$ cat src/hw/rtl/scp_pkg.sv
// Shared types, Q30 constants and sign-magnitude helpers for the sine/cosine generator.
`default_nettype none

package scp_pkg;

  // Width of a Q30 magnitude inside the polynomial datapath.
  localparam int MAG_W = 32;
  // Width of the first-quadrant angle t (at most pi/2 in Q30).
  localparam int T_W = 31;

  // Q30 constants.
  localparam logic [30:0] Q30_ONE         = 31'd1073741824;
  localparam logic [30:0] Q30_HALF_PI     = 31'd1686629713;
  localparam logic [29:0] Q30_TWO_OVER_PI = 30'd683565276;
  localparam logic [63:0] Q30_RND         = 64'd536870912;

  // Signed Q30 value held as sign and magnitude.
  typedef struct packed {
    logic             neg;
    logic [MAG_W-1:0] mag;
  } sm_t;

  // Side information that travels with each beat.
  typedef struct packed {
    logic           is_cos;
    logic           neg;
    logic [1:0]     quad;
    logic [T_W-1:0] t;
  } side_t;

  // Constant one in sign-magnitude form.
  localparam sm_t SM_ONE = '{neg: 1'b0, mag: 32'd1073741824};

  // Taylor coefficients c0..c3 for the polynomial in s = t*t.
  function automatic sm_t poly_coef(input logic is_cos, input logic [1:0] idx);
    sm_t c;
    c = '{neg: 1'b0, mag: '0};
    if (is_cos) begin
      case (idx)
        2'd0:    c = '{neg: 1'b1, mag: 32'd536870912};
        2'd1:    c = '{neg: 1'b0, mag: 32'd44739243};
        2'd2:    c = '{neg: 1'b1, mag: 32'd1491308};
        default: c = '{neg: 1'b0, mag: 32'd26631};
      endcase
    end else begin
      case (idx)
        2'd0:    c = '{neg: 1'b1, mag: 32'd178956971};
        2'd1:    c = '{neg: 1'b0, mag: 32'd8947849};
        2'd2:    c = '{neg: 1'b1, mag: 32'd213044};
        default: c = '{neg: 1'b0, mag: 32'd2959};
      endcase
    end
    return c;
  endfunction

  // Round a raw product of two Q30 magnitudes back to Q30.
  function automatic sm_t q30_round(input logic [63:0] p, input logic neg);
    logic [63:0] sum;
    sm_t         r;
    sum   = p + Q30_RND;
    r.mag = sum[61:30];
    r.neg = neg && (r.mag != '0);
    return r;
  endfunction

  // Exact sign-magnitude addition; a zero result is positive.
  function automatic sm_t sm_add(input sm_t a, input sm_t b);
    sm_t r;
    if (a.neg == b.neg) begin
      r.neg = a.neg;
      r.mag = a.mag + b.mag;
    end else if (a.mag >= b.mag) begin
      r.neg = a.neg;
      r.mag = a.mag - b.mag;
    end else begin
      r.neg = b.neg;
      r.mag = b.mag - a.mag;
    end
    if (r.mag == '0) begin
      r.neg = 1'b0;
    end
    return r;
  endfunction

endpackage

`default_nettype wire

$ cat src/hw/rtl/scp_horner_step.sv
// One Horner step, acc = coef + s * acc, as a multiply stage and an add stage.
`default_nettype none

module scp_horner_step import scp_pkg::*; (
  input  wire logic             clk,
  input  wire logic             rst,
  input  wire logic             in_valid,
  output logic                  in_ready,
  input  wire logic [MAG_W-1:0] in_s,
  input  wire sm_t              in_acc,
  input  wire sm_t              in_coef,
  input  wire side_t            in_side,
  output logic                  out_valid,
  input  wire logic             out_ready,
  output logic [MAG_W-1:0]      out_s,
  output sm_t                   out_acc,
  output side_t                 out_side
);

  logic                 prod_valid;
  logic [2*MAG_W-1:0]   prod;
  logic                 prod_neg;
  sm_t                  prod_coef;
  logic [MAG_W-1:0]     prod_s;
  side_t                prod_side;
  logic                 en_prod;
  logic                 en_out;
  sm_t                  term;
  sm_t                  acc_next;

  // A stage loads when it is empty or its content moves on.
  assign en_out   = !out_valid || out_ready;
  assign en_prod  = !prod_valid || en_out;
  assign in_ready = en_prod;

  // Multiply stage.
  always_ff @(posedge clk) begin
    if (rst) begin
      prod_valid <= 1'b0;
    end else if (en_prod) begin
      prod_valid <= in_valid;
    end
    if (en_prod && in_valid) begin
      prod      <= 64'(in_s) * 64'(in_acc.mag);
      prod_neg  <= in_acc.neg;
      prod_coef <= in_coef;
      prod_s    <= in_s;
      prod_side <= in_side;
    end
  end

  // Round the product and add the coefficient.
  always_comb begin
    term     = q30_round(prod, prod_neg);
    acc_next = sm_add(prod_coef, term);
  end

  // Add stage.
  always_ff @(posedge clk) begin
    if (rst) begin
      out_valid <= 1'b0;
    end else if (en_out) begin
      out_valid <= prod_valid;
    end
    if (en_out && prod_valid) begin
      out_acc  <= acc_next;
      out_s    <= prod_s;
      out_side <= prod_side;
    end
  end

endmodule

`default_nettype wire

$ cat config.mk
export PLATFORM = sky130hd
export DESIGN_NAME = scp_horner_step
export DESIGN_NICKNAME = d
export VERILOG_FILES = /design/src/hw/rtl/scp_pkg.sv /design/src/hw/rtl/scp_horner_step.sv
export SDC_FILE = /design/constraint.sdc
export NUM_CORES = 2
export LEC_CHECK = 0
export BUFFER_PORTS_ARGS = -buffer_cell sky130_fd_sc_hd__buf_2
export CAP_MARGIN = 20
export CORE_MARGIN = 1
export CORE_UTILIZATION = 30
export DETAILED_ROUTE_END_ITERATION = 16
export PLACE_DENSITY_LB_ADDON = 0.3
export SETUP_SLACK_MARGIN = 0.1
export SLEW_MARGIN = 40
export SYNTH_ARGS = -nofsm -noshare
export SYNTH_HDL_FRONTEND = slang
export SYNTH_SLANG_ARGS = --single-unit
$ cat constraint.sdc
create_clock -name clk -period 23.1 [get_ports clk]
set_input_delay 3.465 -clock clk [delete_from_list [all_inputs] [get_ports clk]]
set_output_delay 3.465 -clock clk [all_outputs]
set_load 0.01 [all_outputs]
==> run metrics <==
Yosys reg bits roughly 240; crit path launch type input pin; DRT Wirelength 132,000 um; area delta synth->final 8.66%; Core ar. 0.149 mm2; final hold vios 0; Die Span X between 300 and 400 um; Worst R2R End out_acc[32]; dominant cell type by area after synthesis fa_1; worst-margin pin slew around 0.95 ns; DP Cell Count roughly 6,700; clock skew 0.0181 ns; Gate Count Post-Synth 4,646; commonest register cell after synthesis edfxtp_1; first-pass GRT wire length around 200,000 um; num ports between 200 and 250; outcome finished, final reports clean; Clock Latency Late Sink between 0.5 and 0.6 ns; CTS tree done; dpl cell area ~0.048 mm2; Starting Density 0.304; hold buffers post-CTS 0; CTS root buffer clkbuf_16; CP endpoint prod[61]; max-slew violations 0; critical path peak fanout 33; Period Utilization, post-route 0.499; DRT iter0 DRCs roughly 1,900; largest net degree at the start of global routing 60; number of synthesized flops with an enable pin 234; Synth area leaders fa_1, edfxtp_1, ha_1; async set-reset flop share out of synthesis 0; WHS slightly above 0.4 ns; Warnings, synthesis 0; dpl hpwl 99,700 um; Final #Nets about 6,000; fin cells slightly below 7,000; register area around 0.0071 mm2; CP Class in -> reg; cells on worst reg2reg path 19; antenna viol nets, final 0; via count ~32,000; Syn Nets 6,020; GPL Wtd Cong just under 0.9; GRT Overall Usage 0.174; Resized cells post-CTS 0; fill count 15,411; CP Capture Type register; DRC 0; RSZ-0062 raised after global routing no; post-synthesis sequential area ratio 0.157; crit path DAT approximately 12 ns; Fmax between 0.08 and 0.09 GHz; worst r2r src prod[34]; max-cap violations 0; Max Root-Sink Buffers 3; Die ar. between 0.15 and 0.2 mm2; Post-CTS Setup Inserts 0; Syn Std Cell Area between 0.04 and 0.05 mm2; vias in the first global route 33,736; share of cells above drive strength 1 0.0722; cell with the most instances after synthesis inv_1; routed vias/inst roughly 4.7; H-tree depth 1; first drt pass iteration count 5; slew margin rel. 0.353; Worst EP required around 23 ns; Final Instance Area 0.0490 mm2; worst hold path type reg -> reg; top cells by count, synth inv_1, fa_1, and2_1; Netlist cell types 76; # port buffers around 240; clk sink count ~240; Worst-path clk slew 0.07 ns; initial antenna violation count 5; Avg Cell Area, Syn a little under 10 um2; area of the multi-input gates around 0.033 mm2; grt total ovfl 0; flop-to-flop setup slack 16.23 ns; Synth top area share 0.398; Die Span Y 390 um; setup tns final 0 ns; wire per inst ~20 um; total CTS buffers 29; Row Count roughly 140; worst setup path start in_s[12]; final setup fails 0; fin crit period 11.54 ns
[metal layers]
metal / share of wire / global-route usage / vias to the layer above
met1: 0.45 / 0.243 / 16430
met5: 0.00028 / 0 / -
li1: - / - / 14266
met4: 0.019 / 0.0357 / 6
met3: 0.077 / 0.0322 / 142
met2: 0.46 / 0.278 / 1068
[layout make-up]
class | instances | area share
tap | 2002 | 0.0511
sequential | 236 | 0.144
antenna | 2 | 0.000102
clock inverter | 23 | 0.00344
clock buffer | 30 | 0.0149
multi-input combinational | 3172 | 0.681
inverter | 996 | 0.0762
timing repair buffer | 264 | 0.0292
[worst max-delay path: stages]
cell       delay, ns
buf_2           0.61
and2_1          0.25
fa_1            0.44
fa_1            0.50
fa_1            0.52
inv_1           0.05
fa_1            0.47
inv_1           0.06
fa_1            0.50
inv_1           0.05
fa_1            0.54
inv_1           0.05
fa_1            0.49
fa_1            0.43
ha_1            0.29
nand2_1         0.07
nor3_1          0.20
o221ai_1        0.14
a21oi_1         0.46
o211ai_1        0.29
a31oi_1         0.49
o211ai_1        0.23
a21oi_1         0.31
o21ai_0         0.33
o2111ai_1       0.36
a21oi_1         0.13
xnor2_1         0.13
[worst min path at each step]
stage	start	to	slack [ns]	depth (start not counted)
floorplan	prod_s[0]	out_s[0]	0.40	0
global placement	prod_side[18]	out_side[18]	0.40	0
detailed placement	prod_s[1]	out_s[1]	0.40	0
CTS	prod_s[31]	out_s[31]	0.41	0
global route	prod_s[12]	out_s[12]	0.42	0
finish	prod_s[31]	out_s[31]	0.41	0
[flip-flops by register name, summed over array words and instances, names as in the netlist]
signal,cells
out_acc,33
out_side,35
prod,33
prod_valid,1
prod_neg,1
prod_coef,33
prod_side,35
out_s,32
prod_s,32
out_valid,1
[placed cells by master, fill, tap and decap left out, types with 22 or more instances in the layout]
master / synthesis / routed
inv_1: 996 / 996
fa_1: 897 / 897
and2_1: 590 / 589
nand2_1: 522 / 522
ha_1: 340 / 340
edfxtp_1: 234 / 234
buf_2: 8 / 224
a21oi_1: 120 / 120
nor2_1: 94 / 93
xnor2_1: 70 / 70
o21ai_0: 56 / 56
a21o_1: 48 / 48
nand3_1: 38 / 38
buf_4: 1 / 37
nand4_1: 32 / 32
clkbuf_16: 0 / 29
mux2i_1: 27 / 27
nand2b_1: 23 / 23
nor3_1: 22 / 22
[through the flow]
step	setup slack (ns)	util
after floorplan	12.70	-
after global placement	11.01	0.324
after detailed placement	10.85	0.324
after CTS	11.45	0.330
after global routing	10.99	0.330
final	11.56	0.330
[kinds of logic after synthesis]
family,synth area share
buffers and inverters,0.104
adders and majority gates,0.492
DFF,0.157
muxes,0.00699
and+or+nand+nor,0.164
AOI/OAI and AO/OA,0.0586
xor gates and xnor gates,0.0177
Power is not shown: default switching activity piles up to over one toggle a cycle in this logic, so the estimate is an artifact.
